**src/design/cvtee_pkg.sv**
```systemverilog
package cvtee_pkg;

    localparam int HISTORY_DEPTH = 4;
    localparam int SAMPLE_WIDTH  = 16;
    localparam int LEVEL_WIDTH   = 15;
    localparam int HOLD_WIDTH    = 16;
    localparam int CFG_IDX_WIDTH = 3;
    localparam int CFG_DATA_WIDTH = HOLD_WIDTH;

    // Comparison width holds a sample or a level plus one carry and one sign bit.
    localparam int CMP_WIDTH =
        ((SAMPLE_WIDTH > LEVEL_WIDTH + 1) ? SAMPLE_WIDTH : LEVEL_WIDTH + 1) + 2;

    localparam logic [HOLD_WIDTH-1:0]  RST_HOLDOFF_TIME = HOLD_WIDTH'(10);
    localparam logic [LEVEL_WIDTH-1:0] RST_ABS_LEVEL    = LEVEL_WIDTH'(1024);
    localparam logic [LEVEL_WIDTH-1:0] RST_REL_LEVEL    = LEVEL_WIDTH'(819);
    localparam logic [LEVEL_WIDTH-1:0] RST_SAME_THR     = LEVEL_WIDTH'(819);
    localparam logic [LEVEL_WIDTH-1:0] RST_OPP_THR      = LEVEL_WIDTH'(614);

    typedef enum logic [CFG_IDX_WIDTH-1:0] {
        CFG_HOLDOFF_TIME = 3'd0,
        CFG_ABS_LEVEL    = 3'd1,
        CFG_REL_LEVEL    = 3'd2,
        CFG_SAME_THR     = 3'd3,
        CFG_OPP_THR      = 3'd4
    } t_cfg_idx;

    typedef enum logic [2:0] {
        EV_NONE      = 3'd0,
        EV_HOLD      = 3'd1,
        EV_RISE_HIGH = 3'd2,
        EV_RISE_LOW  = 3'd3,
        EV_RISE_MID  = 3'd4,
        EV_FALL_HIGH = 3'd5,
        EV_FALL_LOW  = 3'd6,
        EV_FALL_MID  = 3'd7
    } t_event;

    typedef enum logic [2:0] {
        GATE_IDLE = 3'b001,
        GATE_HIGH = 3'b010,
        GATE_LOW  = 3'b100
    } t_gate;

endpackage

```
**src/design/cv_trigger_event_extractor_top.sv**
```systemverilog
// Flow: a sample accepted into the input register has its event code loaded into the
// result register once the result register can advance, and then shown on the outputs.
// Throughput: one sample per cycle; the input register and the result register
// form a two-stage flow that stalls its input only when both stages are full and
// the result is held.
// Reset (synchronous, active low) restores the register defaults, clears the
// sample history and hold-off count, sets the gate idle and empties both stages.
module cv_trigger_event_extractor_top (
    input  logic                                   i_clk,
    input  logic                                   i_rst_n,
    input  logic                                   i_in_valid,
    output logic                                   o_in_stall,
    input  logic signed [cvtee_pkg::SAMPLE_WIDTH-1:0] i_sample,
    output logic                                   o_out_valid,
    input  logic                                   i_out_stall,
    output logic        [2:0]                      o_event_code,
    input  logic                                   i_cfg_valid,
    output logic                                   o_cfg_ready,
    input  logic        [cvtee_pkg::CFG_IDX_WIDTH-1:0]  i_cfg_index,
    input  logic        [cvtee_pkg::CFG_DATA_WIDTH-1:0] i_cfg_data
);

    localparam int SW = cvtee_pkg::SAMPLE_WIDTH;
    localparam int LW = cvtee_pkg::LEVEL_WIDTH;
    localparam int HW = cvtee_pkg::HOLD_WIDTH;
    localparam int CW = cvtee_pkg::CMP_WIDTH;
    localparam int HD = cvtee_pkg::HISTORY_DEPTH;

    logic [HW-1:0] r_holdoff_time;
    logic [LW-1:0] r_abs_level;
    logic [LW-1:0] r_rel_level;
    logic [LW-1:0] r_same_thr;
    logic [LW-1:0] r_opp_thr;

    logic                 r_in_valid;
    logic signed [SW-1:0] r_sample;
    logic                 r_out_valid;
    cvtee_pkg::t_event    r_out_code;

    logic signed [SW-1:0] r_hist [HD];
    cvtee_pkg::t_gate     r_gate;
    logic [HW-1:0]        r_holdoff;

    cvtee_pkg::t_event    n_code;
    cvtee_pkg::t_gate     n_gate;
    logic [HW-1:0]        n_holdoff;

    logic advance;
    logic step;
    logic in_accept;

    logic signed [CW-1:0] x_w;
    logic signed [CW-1:0] old_w;
    logic signed [CW-1:0] abs_w;
    logic signed [CW-1:0] rel_w;
    logic signed [CW-1:0] same_w;
    logic signed [CW-1:0] opp_w;

    assign advance     = !r_out_valid || !i_out_stall;
    assign step        = r_in_valid && advance;
    assign o_in_stall  = r_in_valid && !advance;
    assign in_accept   = i_in_valid && !o_in_stall;
    assign o_out_valid = r_out_valid;
    assign o_event_code = r_out_code;
    assign o_cfg_ready = 1'b1;

    always_ff @(posedge i_clk) begin
        if (!i_rst_n) begin
            r_holdoff_time <= cvtee_pkg::RST_HOLDOFF_TIME;
            r_abs_level    <= cvtee_pkg::RST_ABS_LEVEL;
            r_rel_level    <= cvtee_pkg::RST_REL_LEVEL;
            r_same_thr     <= cvtee_pkg::RST_SAME_THR;
            r_opp_thr      <= cvtee_pkg::RST_OPP_THR;
        end else if (i_cfg_valid && o_cfg_ready) begin
            unique case (i_cfg_index)
                cvtee_pkg::CFG_HOLDOFF_TIME: r_holdoff_time <= i_cfg_data[HW-1:0];
                cvtee_pkg::CFG_ABS_LEVEL:    r_abs_level    <= i_cfg_data[LW-1:0];
                cvtee_pkg::CFG_REL_LEVEL:    r_rel_level    <= i_cfg_data[LW-1:0];
                cvtee_pkg::CFG_SAME_THR:     r_same_thr     <= i_cfg_data[LW-1:0];
                cvtee_pkg::CFG_OPP_THR:      r_opp_thr      <= i_cfg_data[LW-1:0];
                default: begin
                end
            endcase
        end
    end

    assign x_w    = {{(CW-SW){r_sample[SW-1]}}, r_sample};
    assign old_w  = {{(CW-SW){r_hist[0][SW-1]}}, r_hist[0]};
    assign abs_w  = {{(CW-LW){1'b0}}, r_abs_level};
    assign rel_w  = {{(CW-LW){1'b0}}, r_rel_level};
    assign same_w = {{(CW-LW){1'b0}}, r_same_thr};
    assign opp_w  = {{(CW-LW){1'b0}}, r_opp_thr};

    always_comb begin
        n_code    = cvtee_pkg::EV_NONE;
        n_gate    = r_gate;
        n_holdoff = r_holdoff;
        priority if (r_holdoff != '0) begin
            n_holdoff = r_holdoff - HW'(1);
            n_code    = cvtee_pkg::EV_HOLD;
        end else if (r_gate == cvtee_pkg::GATE_IDLE) begin
            priority if (x_w > old_w + rel_w && x_w >= abs_w) begin
                priority if (old_w > same_w) begin
                    n_code = cvtee_pkg::EV_RISE_HIGH;
                end else if (old_w < -opp_w) begin
                    n_code = cvtee_pkg::EV_RISE_LOW;
                end else begin
                    n_code = cvtee_pkg::EV_RISE_MID;
                end
                n_gate    = cvtee_pkg::GATE_HIGH;
                n_holdoff = r_holdoff_time;
            end else if (x_w < old_w - rel_w && x_w <= -abs_w) begin
                priority if (old_w > opp_w) begin
                    n_code = cvtee_pkg::EV_FALL_HIGH;
                end else if (old_w < -same_w) begin
                    n_code = cvtee_pkg::EV_FALL_LOW;
                end else begin
                    n_code = cvtee_pkg::EV_FALL_MID;
                end
                n_gate    = cvtee_pkg::GATE_LOW;
                n_holdoff = r_holdoff_time;
            end else begin
                n_code = cvtee_pkg::EV_NONE;
            end
        end else begin
            priority if (x_w < abs_w && x_w > -abs_w) begin
                n_code    = cvtee_pkg::EV_NONE;
                n_gate    = cvtee_pkg::GATE_IDLE;
                n_holdoff = r_holdoff_time;
            end else begin
                n_code = cvtee_pkg::EV_HOLD;
            end
        end
    end

    always_ff @(posedge i_clk) begin
        if (!i_rst_n) begin
            r_in_valid  <= 1'b0;
            r_out_valid <= 1'b0;
            r_gate      <= cvtee_pkg::GATE_IDLE;
            r_holdoff   <= '0;
            for (int i = 0; i < HD; i++) begin
                r_hist[i] <= '0;
            end
        end else begin
            if (in_accept) begin
                r_in_valid <= 1'b1;
            end else if (advance) begin
                r_in_valid <= 1'b0;
            end
            if (advance) begin
                r_out_valid <= r_in_valid;
            end
            if (step) begin
                r_gate    <= n_gate;
                r_holdoff <= n_holdoff;
                for (int i = 0; i < HD - 1; i++) begin
                    r_hist[i] <= r_hist[i+1];
                end
                r_hist[HD-1] <= r_sample;
            end
        end
    end

    always_ff @(posedge i_clk) begin
        if (in_accept) begin
            r_sample <= i_sample;
        end
        if (step) begin
            r_out_code <= n_code;
        end
    end

`ifndef NO_ASSERTIONS
    a_hold_code: assert property (@(posedge i_clk) disable iff (!i_rst_n)
        step && r_holdoff != '0 |=> r_out_valid && r_out_code == cvtee_pkg::EV_HOLD)
        else $error("hold-off running but result is not hold");

    a_holdoff_dec: assert property (@(posedge i_clk) disable iff (!i_rst_n)
        step && r_holdoff != '0 |=> r_holdoff == $past(r_holdoff) - HW'(1))
        else $error("hold-off counter did not count down");

    a_gate_still: assert property (@(posedge i_clk) disable iff (!i_rst_n)
        !step |=> $stable(r_gate) && $stable(r_holdoff))
        else $error("gate state changed without a request");

    a_stall_full: assert property (@(posedge i_clk) disable iff (!i_rst_n)
        o_in_stall |-> r_in_valid && r_out_valid)
        else $error("input stalled while a stage is empty");
`endif

endmodule

```
**config.mk**
```make
export PLATFORM = sky130hd
export DESIGN_NAME = cv_trigger_event_extractor_top
export DESIGN_NICKNAME = d
export VERILOG_FILES = /design/src/design/cvtee_pkg.sv /design/src/design/cv_trigger_event_extractor_top.sv
export SDC_FILE = /design/constraint.sdc
export NUM_CORES = 1
export LEC_CHECK = 0
export BUFFER_PORTS_ARGS = -buffer_cell sky130_fd_sc_hd__buf_2
export CORE_AREA = 2 2 159 161
export CTS_CLUSTER_SIZE = 30
export DETAILED_ROUTE_END_ITERATION = 8
export DIE_AREA = 0 0 161 163
export GPL_TIMING_DRIVEN = 1
export PLACE_DENSITY = 0.66
export RECOVER_POWER = 50
export SYNTH_ARGS = -nofsm -noshare
export SYNTH_HDL_FRONTEND = slang
export SYNTH_SLANG_ARGS = --single-unit
```
**constraint.sdc**
```tcl
create_clock -name i_clk -period 6.1 [get_ports i_clk]
set_input_delay 0.305 -clock i_clk [delete_from_list [all_inputs] [get_ports i_clk]]
set_output_delay 0.305 -clock i_clk [all_outputs]
set_load 0.005 [all_outputs]
```
Yosys cells after proc, flatten, opt, wreduce, memory -nomap -nowiden. Memories as Yosys holds them, arrays and structs flattened. Cells that the tools add are included.

Memories kept: 1. Register bits after elaboration: 116. Word-level logic and storage cells: 90. Bits in writable memories: 64. Input port bits: 40. Output and inout bits: 6.

Memory list: r_hist (words 4, width 16, rd ports 4, clocked after Yosys merged registers in 0, write ports 4, RTL line cv_trigger_event_extractor_top.sv:40) `logic signed [SW-1:0] r_hist [HD];`.

Multiplexer cells: 27. Add/sub/neg operators: 6. Equality and inequality tests: 7. Reduce and logical (&&, ||, !) cells: 23. Bitwise gates (word level): 5. Order comparisons: 10.

Operators by type and width (count): $mux W16 (9); $neg A15 Y18 (3); $lt A16 B18 Y1 (2); $gt A16 B16 Y1 (2); $mux W3 (9); $gt A16 B18 Y1 (1); $le A16 B18 Y1 (1); $add A16 B16 Y17 (1); $gt A16 B17 Y1 (1); $lt A16 B17 Y1 (1); $sub A16 B16 Y17 (1); $ge A16 B16 Y1 (1); $lt A16 B16 Y1 (1); $reduce_bool A16 Y1 (1); $sub A16 B1 Y16 const B (1); $reduce_and A2 Y1 (5); $mux W1 (8); $eq A3 B1 Y1 const B (2); $eq A3 B2 Y1 const B (2); $logic_and A1 B1 Y1 (6); $logic_not A1 Y1 (4); $ne A4 B2 Y1 const B (1); $or A1 B1 Y1 (4); $reduce_and A4 Y1 (1); 9 further kinds (10).

Longest topological paths before layout. Gate-level depths: netlist of the first run. An unclocked memory read counts as a cell.

Depth in word-level cells: 8. Gate-level depth with buffers: 22. Gate-level depth less buffers: 21.

Worst setup path after synthesis of the first run. OpenSTA, ideal clock, no wires.

Kind: register to register. From: memory r_hist[0][1] in the netlist's numbering. To: register r_holdoff[13]. Path slack: 1.535 ns. Arrival: 4.431 ns. Library setup time: 0.134 ns. Cell stages (with the launch flop): 21. Period minus slack after synthesis: 4.565 ns. Cell sequence: edfxtp_1 -> inv_1 -> fa_1 -> o21ba_2 -> o21bai_1 -> a21oi_1 -> o31ai_1 -> a211oi_1 -> o41ai_1 -> a21oi_1 -> xnor2_1 -> ha_1 -> nand2_1 -> nor3_1 -> o311ai_1 -> a21oi_1 -> and4bb_4 -> o311a_4 -> o211ai_4 -> buf_12 -> o22ai_4.

RTL lines: start, declared (RTL line cv_trigger_event_extractor_top.sv:40); end signal, assigned (RTL line cv_trigger_event_extractor_top.sv:156) `r_holdoff <= n_holdoff;`; end, declared (RTL line cv_trigger_event_extractor_top.sv:42) `logic [HW-1:0] r_holdoff;`.

==> results summary, run 1 <==
The flow ran to the end, but the final reports show violations. The final reports fail on capacitance limit, slew limit. The post-CTS setup buffer count came out at 0. The buffer levels on the longest clock path came out at 2. The share of post-route cells with drive strength above 1 is 0.0726.

The core region is 0.0247 mm2. The aggregate global routing overflow came out at 0. The count of TritonRoute iterations in the first routing pass is 5.

Summed over all failing endpoints, the final setup total negative slack is 0 ps. The remaining max-slew budget at the tightest pin is -1.50. sky130_fd_sc_hd__nand2_1 is the most common cell in the netlist. The combined area of all synthesized cells came out at 0.0121 mm2. STA classifies the critical path startpoint as a register. The routed wire length per instance came out at 18.8 um.

The number of library cell types mapped by synthesis came out at 79. The number of CTS-inserted buffers is 17. The number of antenna diodes in the final layout is 0. The via count of the first global-routing pass came out at 9466. Hold repair after CTS inserted 0 buffers. The main combinational cell family by area after synthesis is simple AND/OR/NAND/NOR gates.

The most used flip-flop cell after synthesis is sky130_fd_sc_hd__dfxtp_1. Setup repair after global routing left no endpoint under its margin. Of all nets on the critical path, the largest fanout is 11.

The die height is 163 um. The area fraction in compound gates after synthesis came out at 0.153. The highest attainable clock frequency came out at 0.187 GHz. The area enclosed by the die boundary came out at 0.0262 mm2. The worst endpoint data arrival time came out at 5700 ps.

In this run the critical register-to-register path is captured at r_holdoff[15]. The number of endpoints failing setup at the final stage is 0. The share of flip-flops with an asynchronous set or reset after synthesis is 0. The actual slew at the worst max-slew pin came out at 3740 ps. The final count of pins violating max slew was 245. The mux cell area share after synthesis is 0.00590. Across the VDD grid, the largest voltage drop is 247 uV. The post-detailed-route DRC marker count is 0. After detailed routing, the number of vias per cell comes to 5.79. The xor-xnor portion of the synthesized cell area is 0.0449. Entering global routing, the biggest net connects 76 pins. For this run, the total global-route usage over all layers was measured as 0.256. The total of flip-flops plus latches after synthesis came out at 180. The detailed router finished its first iteration with 705 violations. The later pin in the worst-skew pair is clocked with a latency of 440 ps. The worst setup path is captured at a register.

TritonCTS built the clock tree. Sorting the synthesized cells by area gives the leading types as sky130_fd_sc_hd__edfxtp_1 (21%), sky130_fd_sc_hd__ha_1 (17%), sky130_fd_sc_hd__dfxtp_1 (16%). The max-capacitance violation count came out at 4. The number of nets with antenna violations after detailed routing is 0. In this run the critical register-to-register path is launched from r_hist[0][0]. The worst path needs 5360 ps of the cycle, external delays included. The cell count of the worst hold path came out at 1. The part of the cycle the worst path needs is 0.878.

The number of sinks handled by clock tree synthesis is 180. For hold timing, the worst endpoint is r_sample[13]. The count of buffers added on input and output ports is 44. The area share of the largest cell type after synthesis is 0.206. The warning count from the yosys run came out at 0. The path category of the worst min-delay check is in -> reg.

The number of enable flip-flop cells after synthesis came out at 83. The depth of the most critical reg-to-reg path is 21. The post-synthesis share of cell area spent on full adders, half adders and majority gates is 0.172. The final weighted congestion of routability-driven global placement is 0.904.

The fill cell instance count of the final layout is 2330. Synthesis produced a netlist with a net count of 1567. The root buffer selected by CTS is sky130_fd_sc_hd__clkbuf_16. The initial antenna violation count is 0. The aggregate routed wire length is 32.4 mm.

The HPWL after detailed placement is 23.4 mm. The count of H-tree levels built during CTS came out at 4. The data required time of the critical path came out at 6440 ps.

The initial standard-cell utilization of the core is 0.490. The mean cell area of the mapped netlist is 8.88 um2. The portion of the post-synthesis area used by sequential elements came out at 0.367. The number of nets at the end of the flow is 1584. The clock input transition at the sequential cells of the worst setup and hold paths is 70 ps. At the end of the flow the core is filled with cells to 0.534.

The post-cts resize count is 0. Of the total synthesized cell area, the portion taken by AND, OR, NAND and NOR gates is 0.206. In the synthesized netlist, the cells that appear most often are sky130_fd_sc_hd__nand2_1 (196), sky130_fd_sc_hd__ha_1 (163), sky130_fd_sc_hd__a21oi_1 (128), sky130_fd_sc_hd__inv_1 (100), sky130_fd_sc_hd__dfxtp_1 (97). The total I/O pin count is 46. The critical path is of the reg -> reg type. Counting every instance in the synthesized netlist gives 1362. The routed layout has 9972 vias. The cell area power density is 292 mW/mm2.

The number of hold-slack violations in the final timing report came out at 0. The setup clock skew after layout came out at 10.7 ps. The setup check on the worst reg-to-reg path leaves a slack of 740 ps. The library cell with the largest summed area after synthesis is sky130_fd_sc_hd__edfxtp_1. The first-pass GRT wire length is 51.8 mm. The leakage power summed over all cells is 5.65 nW. The worst hold path begins at i_sample[13]. The area added between synthesis and finish is 8.86%.

The floorplan has 58 rows. The width of the die is 161 um.
kinds of logic after synthesis:
kind of cell / count (synthesis)
and+or+nand+nor: 502
muxes: 7
adders and majority gates: 165
other: 1
DFF: 180
buffers and inverters: 157
xor gates and xnor gates: 62
AOI/OAI and AO/OA: 288
state kept, by name, summed over array words and instances (netlist names):
name,count
r_in_valid,1
o_out_valid,1
o_event_code,3
r_opp_thr,15
r_gate,3
r_abs_level,15
r_hist,64
r_same_thr,15
r_holdoff,16
r_rel_level,15
r_sample,16
r_holdoff_time,16
placed cells by master (no fill, tap or decap), types with 25 or more instances in the layout:
cell                       synthesis  layout
sky130_fd_sc_hd__nor3_1           35      35
sky130_fd_sc_hd__o21ai_0          36      36
sky130_fd_sc_hd__nor2_1           65      65
sky130_fd_sc_hd__o211ai_1         25      25
sky130_fd_sc_hd__edfxtp_1         83      83
sky130_fd_sc_hd__dfxtp_1          97      97
sky130_fd_sc_hd__inv_1           100     101
sky130_fd_sc_hd__ha_1            163     163
sky130_fd_sc_hd__nand3_1          29      29
sky130_fd_sc_hd__nand2_1         196     195
sky130_fd_sc_hd__buf_2             3      39
sky130_fd_sc_hd__xnor2_1          55      55
sky130_fd_sc_hd__a21oi_1         128     128
sky130_fd_sc_hd__and3_1           70      70
layout make-up:
class / count / area [um2] / share of cell area
Clock buffer: 18 / 429 / 0.0326
Clock inverter: 14 / 195 / 0.0148
Inverter: 102 / 383 / 0.0291
Multi-Input combinational cell: 1025 / 7050 / 0.535
Sequential cell: 180 / 4430 / 0.337
Tap cell: 330 / 413 / 0.0314
Timing Repair Buffer: 53 / 263 / 0.0200
metal layers:
| metal | GRT usage | wire length (um) |
|---|---|---|
| met4 | 0.0982 | 1040 |
| met5 | 0 | 0 |
| met1 | 0.357 | 15200 |
| met3 | 0.0357 | 1720 |
| met2 | 0.404 | 14400 |
critical path, cell delays in order (launching register included):
cell and delay, ps:
sky130_fd_sc_hd__edfxtp_1 400, sky130_fd_sc_hd__inv_1 130, sky130_fd_sc_hd__ha_1 190, sky130_fd_sc_hd__inv_1 60, sky130_fd_sc_hd__fa_1 400, sky130_fd_sc_hd__a21o_1 180, sky130_fd_sc_hd__a21o_1 200, sky130_fd_sc_hd__a21oi_1 180
sky130_fd_sc_hd__o21ai_0 180, sky130_fd_sc_hd__a211oi_1 340, sky130_fd_sc_hd__o31ai_1 170, sky130_fd_sc_hd__a21oi_1 190, sky130_fd_sc_hd__xor2_1 180, sky130_fd_sc_hd__ha_1 260, sky130_fd_sc_hd__a21o_1 190, sky130_fd_sc_hd__nand2_1 80
sky130_fd_sc_hd__a31oi_1 100, sky130_fd_sc_hd__a41o_1 220, sky130_fd_sc_hd__a311oi_1 590, sky130_fd_sc_hd__o311a_4 320, sky130_fd_sc_hd__o211ai_4 220, sky130_fd_sc_hd__o41ai_2 490
where the power goes:
part	internal (W)	switching, W	total [W]
clock	0.000693	0.000503	0.00120
sequential	0.00135	0.0000830	0.00144
combinational	0.000464	0.000748	0.00121
total	0.00251	0.00133	0.00384
metrics by stage:
stage	setup slack, ps	power [W]	area (um2)	cells	hold WS [ps]
2_1_floorplan	1530	0.00235	12100	1362	404
3_3_place_gp	941	0.00264	12600	1690	443
3_5_place_dp	903	0.00266	12600	1690	449
4_1_cts	850	0.00385	13200	1722	22.1
5_1_grt	265	0.00406	13200	1722	22.5
6_report	742	0.00384	13200	1722	33.4
how the worst max path moves through the flow:
stage            startpoint            end  slack [ps]  cells after the start
2_1_floorplan  r_hist[0][1]  r_holdoff[13]        1530                     20
3_3_place_gp   r_hist[0][1]  r_holdoff[15]         940                     19
3_5_place_dp   r_hist[0][1]  r_holdoff[15]         900                     19
5_1_grt        r_hist[0][1]   r_holdoff[6]         270                     19
4_1_cts        r_hist[0][0]  r_holdoff[15]         850                     21
6_report       r_hist[0][0]  r_holdoff[15]         740                     21
No activity file was read; power rests on OpenSTA's default activity.
==> inputs of run 2 (changes only) <==
- CORE_AREA: 2 2 159 161 -> 2 2 140 142
- CTS_BUF_LIST: default -> sky130_fd_sc_hd__clkbuf_2
- DIE_AREA: 0 0 161 163 -> 0 0 142 144
- PLACE_DENSITY: 0.66 -> 0.82
==> run 2 against run 1 <==
Effect of this change: the flow still finishes with violations (capacitance limit, slew limit); final area fell by 0.76%; fmax fell by 1.1%; die area fell by 22%; non-clock buffer count grew 35; sequential share of layout area grew 0.26 points; combinational power about the same; sequential cell count did not move; clock skew rose by 24 ps; critical path type unchanged; critical endpoint is now r_holdoff[7]; largest power group unchanged.
==> results summary, run 2 (synthesis results as in run 1) <==
The HPWL after detailed placement came out at 22.7 mm. The worst setup path is captured at a register. The total I/O pin count came out at 46. The clock period minus worst slack came out at 5420 ps.

The first global-routing pass estimated 50.4 mm of wire. The library cells used most frequently in the layout, excluding fill and tap cells, are sky130_fd_sc_hd__nand2_1 (195), sky130_fd_sc_hd__ha_1 (163), sky130_fd_sc_hd__a21oi_1 (128), sky130_fd_sc_hd__inv_1 (101), sky130_fd_sc_hd__dfxtp_1 (97). The final antenna diode count came out at 0. The fill cell instance count of the final layout came out at 1520.

The number of sinks handled by clock tree synthesis came out at 180. After clock tree synthesis, the repair step resized 0 gates. The cell area power density came out at 255 mW/mm2. The share of post-route cells with drive strength above 1 is 0.0722. After the first detailed-routing iteration, the DRC count stood at 917. The final weighted congestion of routability-driven global placement is 0.934.

The highest attainable clock frequency is 0.185 GHz. The setup slack after placement is 810 ps. The aggregate global routing overflow came out at 0. The part of the cycle the worst path needs is 0.888.

The clock passes through at most 2 buffers. The flow ran to the end, but the final reports show violations. The initial antenna violation count came out at 0. In this run the core area contains 51 standard-cell rows. TritonCTS built the clock tree. The post-placement cell count is 1596. The depth of the most critical reg-to-reg path came out at 19.

More flip-flops sit in one register than any other, and that register is r_hist. For this block, the routed nets add up to 32.1 mm of wire. The die is 142 um wide. Summed over all cells, the static leakage comes to 5.66 nW. The number of endpoints failing setup at the final stage is 0. The library cell used most frequently in the layout, excluding fill and tap cells, is sky130_fd_sc_hd__nand2_1.

The worst setup path is of the reg -> reg kind. Once detail routing completed, the nets flagged for antenna violations numbered 0. The data required time of the critical path came out at 6740 ps.

The area added between synthesis and finish came out at 8.04%. The routed wire length per instance is 19.3 um. The max-capacitance violation count is 3. The clock input transition at the sequential cells of the worst setup and hold paths is 300 ps.

Across every metal layer, demand over resource in global routing totals 0.319. The die height is 144 um. The insertion delay to the later sink of the worst-skew pair came out at 780 ps. The via count of the first global-routing pass came out at 9810. The total negative setup slack is 0 ps.

The actual slew at the worst max-slew pin is 3320 ps. The final count of pins violating max slew is 196. The remaining max-slew budget at the tightest pin came out at -1.22. The critical path launch point type is a register. The multi-input combinational cells in the finished layout cover a total of 0.00705 mm2. The area of the placeable core is 0.0191 mm2. The pin count of the biggest net entering global routing is 89. The worst ir drop on vdd came out at 309 uV. The post-CTS setup buffer count is 0. For this configuration, the core starts out at a cell density of 0.634. The cell count of the worst hold path came out at 5. Input and output buffers added on the ports amount to 44. In the routed design, unresolved DRC markers number 0. The number of CTS-inserted buffers came out at 17. The tightest min-delay check is of the in -> reg type.

The final reports fail on capacitance limit, slew limit. Setup repair after global routing left no endpoint under its margin. The number of nets at the end of the flow came out at 1619.

The post-detailed-route via-to-cell ratio came out at 6.19. The number of standard cells in the layout, taps in and fillers out came out at 1665. The worst endpoint data arrival time is 6060 ps. The count of H-tree levels built during CTS came out at 4.

The flip-flop count of the largest register, all copies and words added came out at 64. The root buffer cell chosen for the clock tree is sky130_fd_sc_hd__clkbuf_2. In the post-route analysis, the smallest setup slack over all paths is 684 ps.

The area enclosed by the die boundary is 0.0204 mm2. For the final database, setup skew stands at 34.4 ps. Along the worst path, the maximum fanout reaches 11. The overall via count from detail_route is 10.3k.

The count of TritonRoute iterations in the first routing pass is 5. The sequential cell area in the final layout came out at 0.00443 mm2. The number of hold-slack violations in the final timing report came to 0.
## run 2: metrics by stage
step	cell area (um2)	hold slack (ps)	utilization	power, W
after global routing	13100	107	0.685	0.00351
after detailed placement	12400	447	0.652	0.00261
after global placement	12400	441	0.652	0.00259
after CTS	13100	57.9	0.686	0.00331
after floorplan	12100	404	-	0.00235
final	13100	104	0.685	0.00333
## run 2: cell type report
type,count,share of cell area
multi-input cells,1025,0.540
flip-flops and latches,180,0.339
repair buffers,88,0.0477
inverters,102,0.0293
well taps,238,0.0228
clock inverters,15,0.0148
clock buffers,17,0.00651
## run 2: critical path, cell delays in order (launching register included)
cell and delay [ps]:
sky130_fd_sc_hd__edfxtp_1 600, sky130_fd_sc_hd__inv_1 110, sky130_fd_sc_hd__fa_1 450, sky130_fd_sc_hd__o21ba_2 230, sky130_fd_sc_hd__o21bai_1 190, sky130_fd_sc_hd__a21oi_1 120
sky130_fd_sc_hd__o31ai_1 380, sky130_fd_sc_hd__a211oi_1 150, sky130_fd_sc_hd__o41ai_1 370, sky130_fd_sc_hd__a21oi_1 150, sky130_fd_sc_hd__xnor2_1 150, sky130_fd_sc_hd__ha_1 320
sky130_fd_sc_hd__nand2_1 60, sky130_fd_sc_hd__nor3_1 360, sky130_fd_sc_hd__o311ai_1 210, sky130_fd_sc_hd__a21oi_1 170, sky130_fd_sc_hd__and4bb_4 240, sky130_fd_sc_hd__o311a_4 420
sky130_fd_sc_hd__o211ai_4 490, sky130_fd_sc_hd__o22ai_2 120
## run 2: final timing paths
| path | start | to | slack (ps) |
|---|---|---|---|
| worst max-delay path | r_hist[0][1] | r_holdoff[7] | 680 |
| worst min-delay path | i_cfg_index[0] | r_rel_level[6] | 100 |
| worst max register to register | r_hist[0][1] | r_holdoff[7] | 680 |
| worst min register to register | r_holdoff_time[8] | r_holdoff_time[8] | 470 |
## run 2: where the power goes
part,switching [W],internal [W],total [W]
combinational,0.000734,0.000467,0.00120
clock,0.000477,0.000212,0.000689
sequential,0.0000851,0.00136,0.00144
## run 2: routing by layer
metal / global-route usage / vias up / share of wire
li1: - / 4975 / -
met2: 0.529 / 387 / 0.47
met4: 0.125 / 0 / 0.034
met1: 0.421 / 4868 / 0.43
met5: 0 / - / 0
met3: 0.0483 / 80 / 0.068
## run 2: repair_timing
action / 4_1_cts / 5_1_grt
hold buffers: 37 / 0
endpoints found under the setup margin: 0 / 0
hold endpoints to repair: 99 / 0
